===== src/hdl/shtt_pkg.sv =====
// ----------------------------------------------------------------------------
// shtt_pkg
// Types and constants shared by the set-associative hash table modules.
// ----------------------------------------------------------------------------
package shtt_pkg;

	localparam int KeyW    = 64;
	localparam int DepthW  = 8;
	localparam int GenW    = 8;
	localparam int KindW   = 2;
	localparam int EvalW   = 16;
	localparam int MoveW   = 16;
	localparam int CmdW    = 2;
	localparam int Ways    = 4;
	localparam int WayIdxW = $clog2(Ways);
	localparam int AgeSh   = 2;
	localparam int ScW     = DepthW + GenW - 5 + AgeSh;
	localparam int QDepth  = 2;
	localparam int QPtrW   = $clog2(QDepth);

	localparam logic [CmdW-1:0] CMD_PROBE  = 2'd0;
	localparam logic [CmdW-1:0] CMD_STORE  = 2'd1;
	localparam logic [CmdW-1:0] CMD_NEWGEN = 2'd2;

	typedef enum logic {
		OP_PROBE,
		OP_STORE
	} op_e;

	typedef enum logic {
		BK_IDLE,
		BK_EVAL
	} bk_state_e;

	typedef struct packed {
		logic [CmdW-1:0]          command;
		logic [KeyW-1:0]          hash_key;
		logic [DepthW-1:0]        search_depth;
		logic [KindW-1:0]         node_kind;
		logic signed [EvalW-1:0]  score_value;
		logic [MoveW-1:0]         best_move;
	} req_t;

	typedef struct packed {
		logic                     hit;
		logic [DepthW-1:0]        found_depth;
		logic [GenW-1:0]          found_generation;
		logic [KindW-1:0]         found_kind;
		logic signed [EvalW-1:0]  found_score;
		logic [MoveW-1:0]         found_move;
	} rsp_t;

	typedef struct packed {
		op_e                      op;
		logic [KeyW-1:0]          key;
		logic [DepthW-1:0]        depth;
		logic [KindW-1:0]         kind;
		logic signed [EvalW-1:0]  eval;
		logic [MoveW-1:0]         move;
		logic [GenW-1:0]          gen;
	} q_item_t;

	typedef struct packed {
		logic [KeyW-1:0]          key;
		logic [DepthW-1:0]        depth;
		logic [GenW-1:0]          gen;
		logic [KindW-1:0]         kind;
		logic signed [EvalW-1:0]  eval;
		logic [MoveW-1:0]         move;
	} way_t;

	typedef way_t [Ways-1:0] row_t;

	typedef struct packed {
		logic clearing;
		logic eval_busy;
	} back_status_t;

endpackage


===== src/hdl/shtt_queue.sv =====
// ----------------------------------------------------------------------------
// shtt_queue
// Short queue of classified items between the front and the back.
// ----------------------------------------------------------------------------
module shtt_queue (
	input  logic                 clk,
	input  logic                 arst_n,
	input  logic                 push,
	input  shtt_pkg::q_item_t    push_item,
	output logic                 full,
	output logic                 head_valid,
	output shtt_pkg::q_item_t    head_item,
	input  logic                 pop
);

	shtt_pkg::q_item_t              entry_q [shtt_pkg::QDepth];
	logic [shtt_pkg::QPtrW-1:0]     wr_ptr_q;
	logic [shtt_pkg::QPtrW-1:0]     rd_ptr_q;
	logic [shtt_pkg::QPtrW:0]       cnt_q;
	logic                           do_push;
	logic                           do_pop;

	assign full       = (cnt_q == (shtt_pkg::QPtrW + 1)'(shtt_pkg::QDepth));
	assign head_valid = (cnt_q != '0);
	assign head_item  = entry_q[rd_ptr_q];
	assign do_push    = push & ~full;
	assign do_pop     = pop & head_valid;

	always_ff @(posedge clk) begin
		if (do_push) begin
			entry_q[wr_ptr_q] <= push_item;
		end
	end

	always_ff @(posedge clk or negedge arst_n) begin
		if (!arst_n) begin
			wr_ptr_q <= '0;
			rd_ptr_q <= '0;
			cnt_q    <= '0;
		end else begin
			if (do_push) begin
				wr_ptr_q <= wr_ptr_q + 1'b1;
			end
			if (do_pop) begin
				rd_ptr_q <= rd_ptr_q + 1'b1;
			end
			case ({do_push, do_pop})
				2'b10:   cnt_q <= cnt_q + 1'b1;
				2'b01:   cnt_q <= cnt_q - 1'b1;
				default: cnt_q <= cnt_q;
			endcase
		end
	end

endmodule


===== config.mk =====
export PLATFORM = sky130hd
export DESIGN_NAME = shtt_queue
export DESIGN_NICKNAME = d
export VERILOG_FILES = /design/src/hdl/shtt_pkg.sv /design/src/hdl/shtt_queue.sv
export SDC_FILE = /design/constraint.sdc
export NUM_CORES = 1
export LEC_CHECK = 0
export ABC_AREA = 1
export BUFFER_PORTS_ARGS = -buffer_cell sky130_fd_sc_hd__buf_2
export CELL_PAD_IN_SITES_DETAIL_PLACEMENT = 0
export CELL_PAD_IN_SITES_GLOBAL_PLACEMENT = 1
export CORE_MARGIN = 8
export CORE_UTILIZATION = 35
export DETAILED_ROUTE_END_ITERATION = 8
export PLACE_DENSITY = 0.68
export SYNTH_ARGS = -nofsm -noshare
export SYNTH_HDL_FRONTEND = slang
export SYNTH_SLANG_ARGS = --single-unit

===== constraint.sdc =====
create_clock -name clk -period 7.7 [get_ports clk]
set_input_delay 1.155 -clock clk [delete_from_list [all_inputs] [get_ports clk]]
set_output_delay 1.155 -clock clk [all_outputs]
set_load 0.05 [all_outputs]

# Word level (Yosys, flattened, before mapping)
# Memories as Yosys holds them, arrays and structs flattened.
# Cells that the tools add are included.
[classes]
n_addsub = 4
mux = 3
reduce_logical = 2
n_eq_ne = 3
n_bitwise = 3
[ops]
columns = ["cell", "n"]
rows = [
  ["$eq 2x2->1 const B", 2],
  ["$pmux 2 s2", 1],
  ["$reduce_bool 2->1", 2],
  ["$add 1x1->1 const B", 2],
  ["$add 2x1->2 const B", 1],
  ["$and 1x1->1", 2],
  ["$eq 2x1->1 const B", 1],
  ["$mux 1", 2],
  ["$sub 2x1->2 const B", 1],
  ["$not 1->1", 1],
]
[totals]
out_inout_bits = 117
ramBits = 230
wordCells = 19
register_bits = 4
n_memories = 1
[mem_list]
columns = ["memory", "words", "width", "read_ports", "rd_ports_with_merged_regs", "write_ports", "line_no", "source"]
rows = [
  ["entry_q", 2, 115, 1, 0, 1, "shtt_queue.sv:16", "shtt_pkg::q_item_t entry_q [shtt_pkg::QDepth];"],
]

# Depth between registers and ports, before layout
[depth]
depth_word = 5
mapped_depth = 10
depth_no_buf = 10

# Worst setup path before layout
# OpenSTA, ideal clock, no wires.
[synth_path]
path_kind = "input -> register"
startpoint = "in push"
endpoint = "mem entry_q[1][0] (netlist bit) (enable)"
n_path_buf = 0
setup_slack_ps = 1030
path_stages = 2
t_required_ps = 7109
t_arrival_ps = 6079
setup_time_ps = 591
path_cell_list = "o21ai_0 > nor2_1"
[synth_via]
elab_chain_cells = 3
[synth_lines]
columns = ["element", "line_no", "source"]
rows = [
  ["start: declaration", "shtt_queue.sv:8", "input logic push,"],
  ["$and 1x1->1", "shtt_queue.sv:26", "assign do_push = push & ~full;"],
  ["$mux 1", "shtt_queue.sv:30", "if (do_push) begin"],
  ["$mux 1 (not written as such)", "shtt_queue.sv:31", "entry_q[wr_ptr_q] <= push_item;"],
  ["end: declaration", "shtt_queue.sv:16", ""],
]
# Every way passes these cells.

==> reports/metrics.csv <==
metric;value;unit
RR Endpoint;entry_q[0][21];
most frequent cell after synthesis;nand2_1;
synthesis-stage register bit count;234;
Required @ worst endpoint;6550;ps
status;completed;
Max Fanout on Critical Path;64;
cell taking the most area after synthesis;edfxtp_1;
H-Tree Depth;1;
TNS Setup;0;ps
P_leak;4.64;nW
register area share after synthesis;0.815;
synthesized cell area;0.00860;sq mm
Top Ports;236;
CP startpoint;rd_ptr_q;
IO buf count;235;
Post-CTS Resized;0;
Final min period;4190;ps
final setup vio count;0;
Rel. slew slack;0.415;
initial core utilization;0.355;
RSZ-0062 raised after global routing;false;
Final period util;0.544;
Placed Area;0.0101;sq mm
post-detail-place hpwl;12900;um
largest net degree at the start of global routing;65;
YS warnings;0;
CP endpoint kind;primary output;
first-pass GRT wire length;30600;um
die area;0.0298;sq mm
syn_nets;752;
flop2flop setup slack;5160;ps
Synth Instances;632;
Final Cell Area;0.0108;sq mm
core region area;0.0242;sq mm
fin. max-slew vios;0;
Async SR Flop Fraction;0.0171;
vias in the first global route;5395;
total power divided by cell area;480;mW/mm^2
setup bufs post-CTS;0;
initial DRC count;318;
Vias;5313;
ys flop type;edfxtp_1;
Worst EP arrival;3030;ps
r2r startpoint;cnt_q[1];
Final #Nets;994;
Layout area overhead;25.9;%
Post-synth EDFFs;230;
max_cap viols;0;
site row count;57;
CTS root buffer;clkbuf_16;
gr ovfl total;0;
cts bufs inserted;25;
final hold slack;458;ps
reg2reg path depth;6;
drc violations;0;
clock buffer depth;3;
Synth cell types;14;
Hold Path Class;in -> async;
Clock Pin Slew Worst Setup and Hold Paths;60;ps
path type of the worst setup path;reg -> out;
VDD IR max;0.000261;V
Hold Vio Cnt, Final;0;
total chip power;5.20;mW
GRT Overall Usage;0.127;
DRT antenna net count;0;
CP Capture Point;head_item[111];
Layout Skew;6.65;ps
fmax;239;MHz
routability cong.;0.731;
proportion of layout cells with a drive suffix above 1;0.308;
top post-synthesis cells by area;edfxtp_1 80%, nand2_1 15%, dfrtp_1 1.2%;
CTS tree;done;
DR WL/cell;16.3;um
total clock sinks;234;
synth cell count leaders;355 x nand2_1, 230 x edfxtp_1, 14 x buf_2;
Worst setup SP type;flip-flop;
syn avg cell area;13.6;sq um
initial antenna violation count;3;
Die Width;173;um
Worst-Skew Late Latency;510;ps
hold_buf cts;0;
die height;173;um
First-pass DRT Iterations;4;
Routed WL;19800;um
Via-to-Cell Ratio;4.37;
Synth top area share;0.803;
Worst-Margin Slew;878;ps
[state kept, by name, indices dropped and copies added (netlist names)]
| signal | flops |
|---|---|
| cnt_q | 2 |
| entry_q | 230 |
| rd_ptr_q | 1 |
| wr_ptr_q | 1 |
[power by group]
group          switching (mW)  internal, mW
Clock                   0.453         0.659
Sequential              0.114          1.74
Combinational            1.83         0.401
Total                    2.40          2.80
[cell families (layout without fill, tap and decap cells)]
family          Yosys count  in the layout  synth area share
other cells               0              1                 0
compound gates            1              1          0.000581
simple gates            361            361             0.158
xor+xnor                  1              1           0.00102
buf+inv                  34            294            0.0241
fa+ha+maj                 1              1           0.00145
flops                   234            234             0.815
[layout make-up]
cell class	instances	area [sq um]
fill	2301	13400
sequential	234	7010
multi-input combinational	364	1400
timing repair buffer	240	1210
clock buffer	30	644
tap	324	405
clock inverter	15	118
inverter	9	38.8
antenna	1	2.50
[through the flow]
step,worst slack (ps),util,cells
2_1_floorplan,1030,-,632
4_1_cts,3350,0.446,1216
3_3_place_gp,3920,0.415,1171
6_report,3510,0.447,1217
3_5_place_dp,3910,0.415,1171
5_1_grt,3200,0.447,1217
[layer usage]
metal | routed length, um | GRT usage | vias up
met5 | 18 | 0 | -
met3 | 1630 | 0.0440 | 26
li1 | - | - | 2612
met4 | 325 | 0.0313 | 4
met1 | 8930 | 0.168 | 2497
met2 | 8880 | 0.196 | 174
[layout by cell type, fill, tap and decap left out, drive strengths merged]
cell	Yosys	routed
nand2	355	355
buf	25	240
edfxtp	230	230
clkbuf	0	30
clkinv	0	12
inv	9	10
dfrtp	4	4
nand3	3	3
bufinv	0	2
nor2	2	2
diode	0	1
o21ai	1	1
xnor2	1	1
nand4	1	1
ha	1	1
[worst max-delay path, cell delays in order (launching register included)]
cell and delay, ps:
dfrtp_4 740, inv_4 560, buf_4 650, nand2_1 100, nand2_1 120, buf_2 270
[worst min path at each step]
stage               cells past startpoint       end      from  slack [ps]
floorplan                               2  cnt_q[1]  cnt_q[1]         440
global placement                        2  cnt_q[1]  cnt_q[1]         460
detailed placement                      2  cnt_q[1]  cnt_q[1]         470
CTS                                     1  rd_ptr_q    arst_n         430
global route                            1  rd_ptr_q    arst_n         430
finish                                  1  rd_ptr_q    arst_n         460
Note: power is estimated with default switching activity, not from simulation.
