[src/hdl/shtt_pkg.sv]
// ----------------------------------------------------------------------------
// shtt_pkg
// Types and constants shared by the set-associative hash table modules.
// ----------------------------------------------------------------------------
package shtt_pkg;

	localparam int KeyW    = 64;
	localparam int DepthW  = 8;
	localparam int GenW    = 8;
	localparam int KindW   = 2;
	localparam int EvalW   = 16;
	localparam int MoveW   = 16;
	localparam int CmdW    = 2;
	localparam int Ways    = 4;
	localparam int WayIdxW = $clog2(Ways);
	localparam int AgeSh   = 2;
	localparam int ScW     = DepthW + GenW - 5 + AgeSh;
	localparam int QDepth  = 2;
	localparam int QPtrW   = $clog2(QDepth);

	localparam logic [CmdW-1:0] CMD_PROBE  = 2'd0;
	localparam logic [CmdW-1:0] CMD_STORE  = 2'd1;
	localparam logic [CmdW-1:0] CMD_NEWGEN = 2'd2;

	typedef enum logic {
		OP_PROBE,
		OP_STORE
	} op_e;

	typedef enum logic {
		BK_IDLE,
		BK_EVAL
	} bk_state_e;

	typedef struct packed {
		logic [CmdW-1:0]          command;
		logic [KeyW-1:0]          hash_key;
		logic [DepthW-1:0]        search_depth;
		logic [KindW-1:0]         node_kind;
		logic signed [EvalW-1:0]  score_value;
		logic [MoveW-1:0]         best_move;
	} req_t;

	typedef struct packed {
		logic                     hit;
		logic [DepthW-1:0]        found_depth;
		logic [GenW-1:0]          found_generation;
		logic [KindW-1:0]         found_kind;
		logic signed [EvalW-1:0]  found_score;
		logic [MoveW-1:0]         found_move;
	} rsp_t;

	typedef struct packed {
		op_e                      op;
		logic [KeyW-1:0]          key;
		logic [DepthW-1:0]        depth;
		logic [KindW-1:0]         kind;
		logic signed [EvalW-1:0]  eval;
		logic [MoveW-1:0]         move;
		logic [GenW-1:0]          gen;
	} q_item_t;

	typedef struct packed {
		logic [KeyW-1:0]          key;
		logic [DepthW-1:0]        depth;
		logic [GenW-1:0]          gen;
		logic [KindW-1:0]         kind;
		logic signed [EvalW-1:0]  eval;
		logic [MoveW-1:0]         move;
	} way_t;

	typedef way_t [Ways-1:0] row_t;

	typedef struct packed {
		logic clearing;
		logic eval_busy;
	} back_status_t;

endpackage

[src/hdl/shtt_front.sv]
// ----------------------------------------------------------------------------
// shtt_front
// Accepts request items, advances the generation and queues table work.
// ----------------------------------------------------------------------------
module shtt_front (
	input  logic                 clk,
	input  logic                 arst_n,
	input  logic                 req_valid,
	input  shtt_pkg::req_t       req_item,
	output logic                 req_stall,
	input  logic                 q_full,
	input  logic                 clearing,
	output logic                 push,
	output shtt_pkg::q_item_t    push_item
);

	logic [shtt_pkg::GenW-1:0] gen_q;
	logic                      accept;

	assign req_stall = q_full | clearing;
	assign accept    = req_valid & ~req_stall;

	always_comb begin
		push_item.op    = (req_item.command == shtt_pkg::CMD_STORE) ?
			shtt_pkg::OP_STORE : shtt_pkg::OP_PROBE;
		push_item.key   = req_item.hash_key;
		push_item.depth = req_item.search_depth;
		push_item.kind  = req_item.node_kind;
		push_item.eval  = req_item.score_value;
		push_item.move  = req_item.best_move;
		push_item.gen   = gen_q;
		push = accept & ((req_item.command == shtt_pkg::CMD_PROBE) |
			(req_item.command == shtt_pkg::CMD_STORE));
	end

	always_ff @(posedge clk or negedge arst_n) begin
		if (!arst_n) begin
			gen_q <= '0;
		end else if (accept && req_item.command == shtt_pkg::CMD_NEWGEN) begin
			gen_q <= gen_q + 1'b1;
		end
	end

endmodule

[config.mk]
export PLATFORM = sky130hd
export DESIGN_NAME = shtt_front
export DESIGN_NICKNAME = d
export VERILOG_FILES = /design/src/hdl/shtt_pkg.sv /design/src/hdl/shtt_front.sv
export SDC_FILE = /design/constraint.sdc
export NUM_CORES = 1
export LEC_CHECK = 0
export BUFFER_PORTS_ARGS = -buffer_cell sky130_fd_sc_hd__buf_2
export CORE_AREA = 2 2 89 91
export DETAILED_ROUTE_END_ITERATION = 8
export DIE_AREA = 0 0 91 93
export PLACE_DENSITY_LB_ADDON = 0.3
export SETUP_SLACK_MARGIN = 0.4
export SLEW_MARGIN = 40
export SYNTH_ARGS = -nofsm -noshare
export SYNTH_HDL_FRONTEND = slang
export SYNTH_SLANG_ARGS = --single-unit
[constraint.sdc]
create_clock -name clk -period 2.5 [get_ports clk]
set_clock_uncertainty 0.05 [all_clocks]
set_input_delay 0.25 -clock clk [delete_from_list [all_inputs] [get_ports clk]]
set_output_delay 0.25 -clock clk [all_outputs]
set_load 0.01 [all_outputs]
# Word level (Yosys, flattened, before mapping)
# Index checks and enable logic that the tools add are counted.
# op_classes
mux	1
n_reduce_logical	2
addsub	1
bitwise_logic	5
eq_ne	2
# ops
op	n
$add A8 B1 Y8 const B	1
$and A1 B1 Y1	2
$eq A2 B1 Y1 const B	1
$eq A2 B2 Y1 const B	1
$logic_not A2 Y1	1
$or A1 B1 Y1	2
$logic_and A1 B1 Y1	1
$mux W1	1
$not A1 Y1	1
# totals
inputBits	113
ff_bits	8

# Logic depth before layout (Yosys ltp)
# Gate-level depths: netlist of the first run.
# logic_depth
word_depth	4
depth_mapped	4
mapped_depth_nobuf	4

# Least setup slack after synthesis of the first run
# Ideal clock, no wire load.
# synth_path
kind	input to register
from	input port clearing
to	register gen_q[1] in the netlist's numbering
path_slack_ns	1.167
setup_time_ns	0.125
arrival_time_ns	1.159
cell_stages	3
path_buffers	0
required_time_ns	2.325
cell_sequence	or3b_4 nor2_1 mux2_2
# synth_between
elab_chain_len	4
# synth_lines
item	line_no	text
start: declaration	shtt_front.sv:12	input logic clearing,
$or A1 B1 Y1	shtt_front.sv:20	assign req_stall = q_full | clearing;
$not A1 Y1	shtt_front.sv:21	assign accept = req_valid & ~req_stall;
$and A1 B1 Y1	shtt_front.sv:21	
$logic_and A1 B1 Y1	shtt_front.sv:39	end else if (accept && req_item.command == shtt_pkg::CMD_NEWGEN) begin
end signal: assignment	shtt_front.sv:40	gen_q <= gen_q + 1'b1;
end: declaration	shtt_front.sv:17	logic [shtt_pkg::GenW-1:0] gen_q;
# Every way passes these cells.
# A chain may end at the register's enable or synchronous reset.

# Worst setup path in the final report of the first run
# layout_path
from	input port clearing
to	output port push
# layout_between
elab_chain_len	4
# layout_lines
item	line_no	text
$or A1 B1 Y1	shtt_front.sv:20	
$not A1 Y1	shtt_front.sv:21	
$and A1 B1 Y1	shtt_front.sv:21	
$and A1 B1 Y1	shtt_front.sv:32	push = accept & ((req_item.command == shtt_pkg::CMD_PROBE) |
end: declaration	shtt_front.sv:13	output logic push,
# Every way passes these cells.

==> report_table.html, run 1 <==
<table>
<tr><th>Metric</th><th>Value</th></tr>
<tr><th colspan="2">Global route</th></tr>
<tr><td>Total Routing Usage GR</td><td>0.0490</td></tr>
<tr><td>Largest net degree at the start of global routing</td><td>9</td></tr>
<tr><td>Remaining global-route overflow</td><td>0</td></tr>
<tr><td>Global-route wire length before repair</td><td>2970 um</td></tr>
<tr><td>Number of global-route vias before repair</td><td>508</td></tr>
<tr><td>Initial antenna violation count</td><td>0</td></tr>
<tr><th colspan="2">STA</th></tr>
<tr><td>Headroom to the max-slew limit</td><td>0.740</td></tr>
<tr><td>Final critical-path share of the clock period</td><td>0.524</td></tr>
<tr><td>Endpoints failing hold</td><td>0</td></tr>
<tr><td>Unrepaired setup endpoints after global routing</td><td>no</td></tr>
<tr><td>Minimum clock period after layout</td><td>about 1300 ps</td></tr>
<tr><td>Setup tns final</td><td>0 ps</td></tr>
<tr><td>Final slew viol count</td><td>0</td></tr>
<tr><td>Max Clock Freq</td><td>763 MHz</td></tr>
<tr><td>Setup ws final</td><td>1190 ps</td></tr>
<tr><td>Number of setup violations in the final report</td><td>0</td></tr>
<tr><td>Worst slew pin tran</td><td>390 ps</td></tr>
<tr><th colspan="2">Placed design</th></tr>
<tr><td>Pre-CTS setup slack</td><td>994 ps</td></tr>
<tr><td>Total half-perimeter wirelength after legalization and detailed placement</td><td>1710 um</td></tr>
<tr><td>Last weighted congestion value of the routability-driven placer</td><td>between 0.5 and 0.6</td></tr>
<tr><td>Input/output buffers</td><td>17</td></tr>
<tr><th colspan="2">Yosys</th></tr>
<tr><td>Most frequently used cell type in the post-synthesis netlist</td><td>buf_4</td></tr>
<tr><td>Mux contribution to synthesized area</td><td>0.00946</td></tr>
<tr><td>Gate count after technology mapping</td><td>~140</td></tr>
<tr><td>Synthesized area per cell</td><td>approximately 8.4 um2</td></tr>
<tr><td>Cell accounting for the most synthesized area</td><td>buf_4</td></tr>
<tr><td>Dominant combinational cell family by area after synthesis</td><td>buffers and inverters</td></tr>
<tr><td>Adder and majority cell fraction of the synthesized area</td><td>0.0105</td></tr>
<tr><td>Net count after synthesis</td><td>255</td></tr>
<tr><td>Flop and latch count out of synthesis</td><td>8</td></tr>
<tr><td>Simple-Gate Fraction of Synth Area</td><td>0.0915</td></tr>
<tr><td>Count of synthesis-stage warnings from yosys</td><td>0</td></tr>
<tr><td>Number of enable-type register cells in the synthesized netlist</td><td>0</td></tr>
<tr><td>Most used flip-flop cell after synthesis</td><td>dfrtp_1</td></tr>
<tr><td>Async SR Flop Fraction</td><td>1.00</td></tr>
<tr><td>Synthesized-area fraction occupied by ao, oa, aoi and oai cells</td><td>0</td></tr>
<tr><td>Post-synthesis cell type count</td><td>19</td></tr>
<tr><td>Synthesized cell area</td><td>0.00119 mm2</td></tr>
<tr><td>Commonest cells in the netlist</td><td>buf_4, dfrtp_1, xor2_1</td></tr>
<tr><td>Portion of synthesized cell area occupied by the leading cell type</td><td>0.669</td></tr>
<tr><td>Cell types with the largest area share after synthesis</td><td>buf_4, dfrtp_1, xor2_1</td></tr>
<tr><td>Share of the yosys chip area belonging to registers</td><td>0.168</td></tr>
<tr><td>XOR/XNOR share of the synthesized area</td><td>0.0515</td></tr>
<tr><th colspan="2">Setup path</th></tr>
<tr><td>WP buf/inv</td><td>2</td></tr>
<tr><td>Most common cell on crit path</td><td>buf_2</td></tr>
<tr><td>Worst stage delay on the critical path</td><td>between 400 and 500 ps</td></tr>
<tr><td>Required time at the worst-slack endpoint</td><td>2200 ps</td></tr>
<tr><td>Worst setup EP type</td><td>output pin</td></tr>
<tr><td>Worst-path cell chain</td><td>buf_2, or3b_4, nor2_1, buf_2</td></tr>
<tr><td>Critical path start-end classification</td><td>in2out</td></tr>
<tr><td>CP top delay family</td><td>simple AND/OR/NAND/NOR gates</td></tr>
<tr><td>Crit-path max FO</td><td>5</td></tr>
<tr><td>Arrival time worst endpoint</td><td>about 1000 ps</td></tr>
<tr><td>Slowest cell on the critical path</td><td>or3b_4</td></tr>
<tr><td>Critical path startpoint category</td><td>input port</td></tr>
<tr><th colspan="2">Floorplan</th></tr>
<tr><td>I/O pin total</td><td>230</td></tr>
<tr><td>Die extent in x</td><td>91 um</td></tr>
<tr><td>Y dimension of the die</td><td>93 um</td></tr>
<tr><td>Std-Cell Core Area</td><td>0.00753 mm2</td></tr>
<tr><td>Area of the die</td><td>about 0.0085 mm2</td></tr>
<tr><td>Number of standard-cell rows in the floorplan</td><td>32</td></tr>
<tr><td>Initial core utilization</td><td>0.158</td></tr>
<tr><th colspan="2">Drt</th></tr>
<tr><td>Post-detailed-route via-to-cell ratio</td><td>2.83</td></tr>
<tr><td>DRC viols</td><td>0</td></tr>
<tr><td>Wire length reported by the detailed router</td><td>2100 um</td></tr>
<tr><td>Routed length per instance</td><td>roughly 13 um</td></tr>
<tr><td>Vias after detailed routing</td><td>approximately 450</td></tr>
<tr><td>Drt pass-1 iters</td><td>2</td></tr>
<tr><td>Post-detailed-route count of antenna-violating nets</td><td>0</td></tr>
<tr><td>Number of violations reported at the end of detailed-routing iteration 0</td><td>10</td></tr>
<tr><th colspan="2">Cells and area</th></tr>
<tr><td>Largest registers</td><td>gen_q: 8 flops</td></tr>
<tr><td>Diodes inserted</td><td>0</td></tr>
<tr><td>Layout Area Growth over Synthesis</td><td>-44.7%</td></tr>
<tr><td>Layout cells sized above 1</td><td>0.411</td></tr>
<tr><td>Post-layout nets</td><td>172</td></tr>
<tr><td>Max FFs per register</td><td>8</td></tr>
<tr><td>Register bank with the most flops</td><td>gen_q</td></tr>
<tr><th colspan="2">Clock network</th></tr>
<tr><td>Number of buffers added by the clock tree synthesis step</td><td>3</td></tr>
<tr><td>Buffer levels on the longest clock path</td><td>2</td></tr>
<tr><td>Resized cells post-CTS</td><td>0</td></tr>
<tr><td>Num Clock Sinks</td><td>8</td></tr>
<tr><td>Clock latency of the later-clocked register in the worst-skew pair</td><td>230 ps</td></tr>
<tr><td>Clock tree from TritonCTS</td><td>built</td></tr>
<tr><td>Register clock-pin slew on the reported worst setup and hold paths</td><td>40 ps</td></tr>
<tr><td>Number of H-tree levels</td><td>1</td></tr>
<tr><td>Buffer cell driving the clock tree root</td><td>clkbuf_8</td></tr>
<tr><th colspan="2">Power</th></tr>
<tr><td>Leakage power total</td><td>0.295 nW</td></tr>
<tr><td>Post-layout power</td><td>0.000423 W</td></tr>
<tr><td>Largest voltage drop on the vdd net</td><td>~0.18 mV</td></tr>
<tr><td>PwrDens</td><td>around 640 mW/mm2</td></tr>
<tr><th colspan="2">Status</th></tr>
<tr><td>Run status</td><td>completed</td></tr>
<tr><th colspan="2">Min path</th></tr>
<tr><td>Hold WC Path Type</td><td>in2reg</td></tr>
<tr><th colspan="2">Run</th></tr>
<tr><td>Reported max-cap violation count</td><td>0</td></tr>
</table>
[cells by family (layout without fill, tap and decap cells)]
kind of cell | count (synthesis) | after routing
adders and majority gates | 1 | 1
muxes | 1 | 1
xor gates and xnor gates | 7 | 7
buffers and inverters | 106 | 21
and+or+nand+nor | 18 | 18
DFF | 8 | 8
[worst register-to-register path, cell delays in order (launching register included)]
cell and delay (ps):
dfrtp_1 410, ha_1 160, and3b_1 210, nand4_1 130, xnor2_1 150
[metrics by stage]
step	instances	util	hold WS [ps]	instance area, um2
after floorplan	141	-	-95.6	1190
after global placement	154	0.0806	70.9	607
after detailed placement	154	0.0806	69.2	607
after CTS	158	0.0874	317	658
after global routing	158	0.0874	333	658
final	158	0.0874	311	658
[worst paths after layout]
kind,start,end,slack (ps),cells past startpoint
max,clearing,push,1190,4
min,q_full,gen_q[2]$_DFFE_PN0P_,310,4
max reg2reg,gen_q[0]$_DFFE_PN0P_,gen_q[4]$_DFFE_PN0P_,1260,4
min reg2reg,gen_q[7]$_DFFE_PN0P_,gen_q[7]$_DFFE_PN0P_,430,1
max in group asynchronous,arst_n,gen_q[4]$_DFFE_PN0P_,1860,2
min in group asynchronous,arst_n,gen_q[7]$_DFFE_PN0P_,350,2
[what timing repair did]
| action | 4_1_cts | 5_1_grt |
|---|---|---|
| endpoints found under the setup margin | 0 | 0 |
| buffers inserted | 0 | 0 |
| endpoints found under the hold margin | 8 | 0 |
| hold buffers | 1 | 0 |
[power breakdown]
group / switching [W] / leakage (nW) / internal, W
clock network: 0.0000485 / 0.0216 / 0.000104
registers: 0.0000299 / 0.108 / 0.000153
logic: 0.0000446 / 0.166 / 0.0000428
total: 0.000123 / 0.295 / 0.000300
[placed cells by master (no fill, tap or decap)]
| cell | n |
|---|---|
| buf_2 | 17 |
| dfrtp_1 | 8 |
| xor2_1 | 4 |
| nand4_1 | 3 |
| xnor2_1 | 3 |
| clkbuf_8 | 3 |
| nor2_1 | 2 |
| nand2_1 | 2 |
| nor4_1 | 2 |
| or2_2 | 1 |
| nor2b_1 | 1 |
| or3b_4 | 1 |
| nor3b_1 | 1 |
| and3b_1 | 1 |
| nand2b_1 | 1 |
| nand3_1 | 1 |
| nor3_1 | 1 |
| mux2_2 | 1 |
| and3_1 | 1 |
| ha_1 | 1 |
| dlygate4sd3_1 | 1 |
[per-layer routing]
layer  global-route usage  part of all wire  vias to the layer above
li1                     -                 -                      166
met4               0.0657             0.094                        0
met3               0.0564              0.24                       36
met1               0.0374              0.29                      190
met2               0.0543              0.38                       55
met5                    0                 0                        -
[cell type report]
| type | count | area (um2) |
|---|---|---|
| Fill cell | 919 | 6870 |
| Sequential cell | 8 | 200 |
| Multi-Input combinational cell | 27 | 194 |
| Tap cell | 102 | 128 |
| Timing Repair Buffer | 18 | 95.1 |
| Clock buffer | 3 | 41.3 |
Note: power is estimated with default switching activity, not from simulation.
==> run 2, diff against run 1 <==
- clock period: 2.5 -> 1.2 ns (I/O delays scaled with it)
==> run 2 against run 1 <==
  * Hold slack got worse by 120 ps
  * Sequential share of layout area decreased by 8.8 points
  * Critical path type is now reg2out
  * Die area is the same
  * Via count rose by 23%
  * Final cell count increased by 11%
  * Sequential power is 97% higher
  * Non-clock buffer count rose by 17
  * Register-to-register slack lost 1200 ps
  * Global-route usage increased by 0.78 points
  * Sequential cell count unchanged
  * Core utilization increased by 3.7 points
==> report_table.html, run 2 (synthesis gave the netlist of run 1 again) <==
<table>
<tr><th>Metric</th><th>Value</th></tr>
<tr><th colspan="2">Status</th></tr>
<tr><td>Run status</td><td>completed (unchanged)</td></tr>
<tr><th colspan="2">Cells and area</th></tr>
<tr><td>Multi-input gate area</td><td>234 um2 (was 194 um2)</td></tr>
<tr><td>Max FFs per register</td><td>8 (unchanged)</td></tr>
<tr><td>Register bank with the most flops</td><td>gen_q (unchanged)</td></tr>
<tr><td>Largest registers</td><td>gen_q: 8 flops (unchanged)</td></tr>
<tr><td>Diodes inserted</td><td>0 (unchanged)</td></tr>
<tr><td>Layout cells sized above 1</td><td>0.649 (was 0.411)</td></tr>
<tr><td>Fill cells</td><td>892 (was 919)</td></tr>
<tr><td>Post-layout nets</td><td>189 (was 172)</td></tr>
<tr><td>Core Util, Final</td><td>0.125 (was 0.0874)</td></tr>
<tr><td>Most frequent cells in the layout</td><td>buf_6, buf_4, buf_2 (was buf_2, dfrtp_1, xor2_1)</td></tr>
<tr><td>Area taken by flip-flops and latches</td><td>203 um2 (was 200 um2)</td></tr>
<tr><td>Layout Area Growth over Synthesis</td><td>-21.2% (was -44.7%)</td></tr>
<tr><td>Commonest non-fill, non-tap cell in the layout</td><td>buf_6 (was buf_2)</td></tr>
<tr><th colspan="2">Floorplan</th></tr>
<tr><td>Std-Cell Core Area</td><td>0.00753 mm2 (unchanged)</td></tr>
<tr><td>Y dimension of the die</td><td>93 um (unchanged)</td></tr>
<tr><td>Number of standard-cell rows in the floorplan</td><td>32 (unchanged)</td></tr>
<tr><td>Die extent in x</td><td>91 um (unchanged)</td></tr>
<tr><td>Initial core utilization</td><td>0.158 (unchanged)</td></tr>
<tr><td>Area of the die</td><td>0.00846 mm2 (unchanged)</td></tr>
<tr><td>I/O pin total</td><td>230 (unchanged)</td></tr>
<tr><th colspan="2">Setup path</th></tr>
<tr><td>End point of the critical path</td><td>push_item[0] (was push)</td></tr>
<tr><td>First element of the critical path</td><td>gen_q[0]$_DFFE_PN0P_ (was clearing)</td></tr>
<tr><td>Worst stage delay on the critical path</td><td>400 ps (was 420 ps)</td></tr>
<tr><td>Worst setup EP type</td><td>output pin (unchanged)</td></tr>
<tr><td>Critical path start-end classification</td><td>reg2out (was in2out)</td></tr>
<tr><td>Required time at the worst-slack endpoint</td><td>1030 ps (was 2200 ps)</td></tr>
<tr><td>Worst reg2reg startpoint</td><td>gen_q[0]$_DFFE_PN0P_ (unchanged)</td></tr>
<tr><td>Critical path startpoint category</td><td>flip-flop (was input port)</td></tr>
<tr><td>Worst reg2reg path endpoint</td><td>gen_q[6]$_DFFE_PN0P_ (was gen_q[4]$_DFFE_PN0P_)</td></tr>
<tr><td>Slowest cell on the critical path</td><td>dfrtp_1 (was or3b_4)</td></tr>
<tr><td>Depth of the worst register-to-register path</td><td>4 (unchanged)</td></tr>
<tr><td>Crit-path max FO</td><td>3 (was 5)</td></tr>
<tr><td>Arrival time worst endpoint</td><td>1000 ps (was 1010 ps)</td></tr>
<tr><td>Worst-path cell chain</td><td>buf_4, buf_6, buf_2 (was buf_2, or3b_4, nor2_1, buf_2)</td></tr>
<tr><td>Minimum setup slack among reg-to-reg paths</td><td>50 ps (was 1260 ps)</td></tr>
<tr><th colspan="2">STA</th></tr>
<tr><td>Unrepaired setup endpoints after global routing</td><td>yes (was no)</td></tr>
<tr><td>Endpoints failing hold</td><td>0 (unchanged)</td></tr>
<tr><td>Headroom to the max-slew limit</td><td>0.811 (was 0.740)</td></tr>
<tr><td>Number of setup violations in the final report</td><td>0 (unchanged)</td></tr>
<tr><td>Final slew viol count</td><td>0 (unchanged)</td></tr>
<tr><td>Minimum clock period after layout</td><td>roughly 1200 ps</td></tr>
<tr><td>Worst slew pin tran</td><td>283 ps (was 390 ps)</td></tr>
<tr><td>Final critical-path share of the clock period</td><td>0.976</td></tr>
<tr><td>Max Clock Freq</td><td>854 MHz</td></tr>
<tr><th colspan="2">Drt</th></tr>
<tr><td>Vias after detailed routing</td><td>552 (was 447)</td></tr>
<tr><td>DRC viols</td><td>0 (unchanged)</td></tr>
<tr><td>Number of violations reported at the end of detailed-routing iteration 0</td><td>11 (was 10)</td></tr>
<tr><td>Wire length reported by the detailed router</td><td>2530 um (was 2100 um)</td></tr>
<tr><td>Post-detailed-route via-to-cell ratio</td><td>3.14 (was 2.83)</td></tr>
<tr><td>Drt pass-1 iters</td><td>3 (was 2)</td></tr>
<tr><td>Routed length per instance</td><td>14.4 um (was 13.3 um)</td></tr>
<tr><td>Post-detailed-route count of antenna-violating nets</td><td>0 (unchanged)</td></tr>
<tr><th colspan="2">Power</th></tr>
<tr><td>Clk network pwr share</td><td>0.290 (was 0.361)</td></tr>
<tr><td>Largest voltage drop on the vdd net</td><td>0.545 mV (was 0.178 mV)</td></tr>
<tr><td>Fraction of power spent switching nets</td><td>0.278 (was 0.291)</td></tr>
<tr><td>Part of the power in combinational logic</td><td>0.405 (was 0.207)</td></tr>
<tr><td>Post-layout power</td><td>0.00118 W (was 0.000423 W)</td></tr>
<tr><td>Leakage power total</td><td>0.410 nW (was 0.295 nW)</td></tr>
<tr><td>Sequential share of power</td><td>0.304 (was 0.432)</td></tr>
<tr><td>PwrDens</td><td>1260 mW/mm2 (was 642 mW/mm2)</td></tr>
<tr><td>Switching power total</td><td>0.000329 W (was 0.000123 W)</td></tr>
<tr><td>Cell-internal power</td><td>0.000856 W (was 0.000300 W)</td></tr>
<tr><th colspan="2">Clock network</th></tr>
<tr><td>Buffer cell driving the clock tree root</td><td>clkbuf_8 (unchanged)</td></tr>
<tr><td>Clock latency of the later-clocked register in the worst-skew pair</td><td>230 ps (about the same)</td></tr>
<tr><td>Buffer levels on the longest clock path</td><td>2 (unchanged)</td></tr>
<tr><td>Number of H-tree levels</td><td>1 (unchanged)</td></tr>
<tr><td>Number of buffers added by the clock tree synthesis step</td><td>3 (unchanged)</td></tr>
<tr><td>Register clock-pin slew on the reported worst setup and hold paths</td><td>50 ps (was 40 ps)</td></tr>
<tr><td>Clock tree from TritonCTS</td><td>built (unchanged)</td></tr>
<tr><td>Num Clock Sinks</td><td>8 (unchanged)</td></tr>
<tr><th colspan="2">Run</th></tr>
<tr><td>Reported max-cap violation count</td><td>0 (unchanged)</td></tr>
<tr><th colspan="2">Global route</th></tr>
<tr><td>Global routing usage on met2</td><td>0.0870 (was 0.0543)</td></tr>
<tr><td>Largest net degree at the start of global routing</td><td>9 (unchanged)</td></tr>
<tr><td>Met1 track utilization from global routing</td><td>0.0403 (was 0.0374)</td></tr>
<tr><td>Total Routing Usage GR</td><td>0.0568 (was 0.0490)</td></tr>
<tr><td>Global-route wire length before repair</td><td>3490 um (was 2970 um)</td></tr>
<tr><td>Remaining global-route overflow</td><td>0 (unchanged)</td></tr>
<tr><td>Met3 Use GR</td><td>0.0443 (was 0.0564)</td></tr>
<tr><td>Initial antenna violation count</td><td>0 (unchanged)</td></tr>
<tr><td>Number of global-route vias before repair</td><td>582 (was 508)</td></tr>
<tr><td>Global-route layer with the greatest usage</td><td>met2 (was met4)</td></tr>
<tr><th colspan="2">Placed design</th></tr>
<tr><td>Last weighted congestion value of the routability-driven placer</td><td>0.626 (was 0.584)</td></tr>
<tr><td>Input/output buffers</td><td>17 (unchanged)</td></tr>
<tr><td>Total half-perimeter wirelength after legalization and detailed placement</td><td>1960 um (was 1710 um)</td></tr>
<tr><th colspan="2">Min path</th></tr>
<tr><td>Hold WC Path Type</td><td>in2out (was in2reg)</td></tr>
</table>
==> run 2: changes by cell type in the layout (fill, tap and decap cells not counted), sizes merged <==
| cell | delta |
|---|---|
| buf | +17 |
| clkbuf | +1 |
==> run 2: power groups by stage <==
| stage | logic (W) | registers, W | clock network [W] |
|---|---|---|---|
| floorplan | 0.000440 | 0.000396 | 0 |
| global placement | 0.000269 | 0.000366 | 0 |
| detailed placement | 0.000259 | 0.000366 | 0 |
| CTS | 0.000367 | 0.000362 | 0.000355 |
| global route | 0.000519 | 0.000368 | 0.000368 |
| finish | 0.000480 | 0.000360 | 0.000344 |
==> run 2: final cells by class <==
type / instances / area share
multi-input cells: 27 / 0.250
repair buffers: 35 / 0.350
well taps: 102 / 0.136
flip-flops and latches: 8 / 0.216
clock buffers: 4 / 0.0481
==> run 2: critical path: cells and delay by family (launching register included) <==
| family | cells | cell delay, ps |
|---|---|---|
| buffers and inverters | 3 | 370 |
| DFF | 1 | 400 |
==> run 2: what timing repair did <==
action / 4_1_cts / 5_1_grt
endpoints found under the setup margin: 18 / 18
buffers inserted: 5 / 5
resized for setup: 19 / 6
endpoints found under the hold margin: 8 / 0
hold buffers: 1 / 0
pin swaps: 5 / 3
==> run 2: how the worst min path moves through the flow <==
stage | start | to | depth (start not counted)
floorplan | arst_n | gen_q[0]$_DFFE_PN0P_ | 0
global placement | arst_n | gen_q[0]$_DFFE_PN0P_ | 1
detailed placement | arst_n | gen_q[0]$_DFFE_PN0P_ | 1
CTS | req_item[95] | push_item[103] | 0
global route | req_item[53] | push_item[61] | 0
finish | req_item[25] | push_item[33] | 0
==> run 2: metal layers <==
| metal | vias to the layer above | wire length, um |
|---|---|---|
| met5 | - | 0 |
| met4 | 0 | 230 |
| li1 | 203 | - |
| met3 | 40 | 395 |
| met1 | 248 | 679 |
| met2 | 61 | 1220 |
==> run 2: per-stage QoR <==
step	std cells	worst slack (ps)	cell area (um2)	hold slack, ps	TNS, ps
2_1_floorplan	141	27.4	1220	-226	0
3_3_place_gp	161	-78.0	688	-60.7	-206
3_5_place_dp	161	-86.9	688	-60.6	-243
4_1_cts	171	31.8	878	190	0
5_1_grt	176	-22.9	937	190	-55.2
6_report	176	28.9	937	190	0
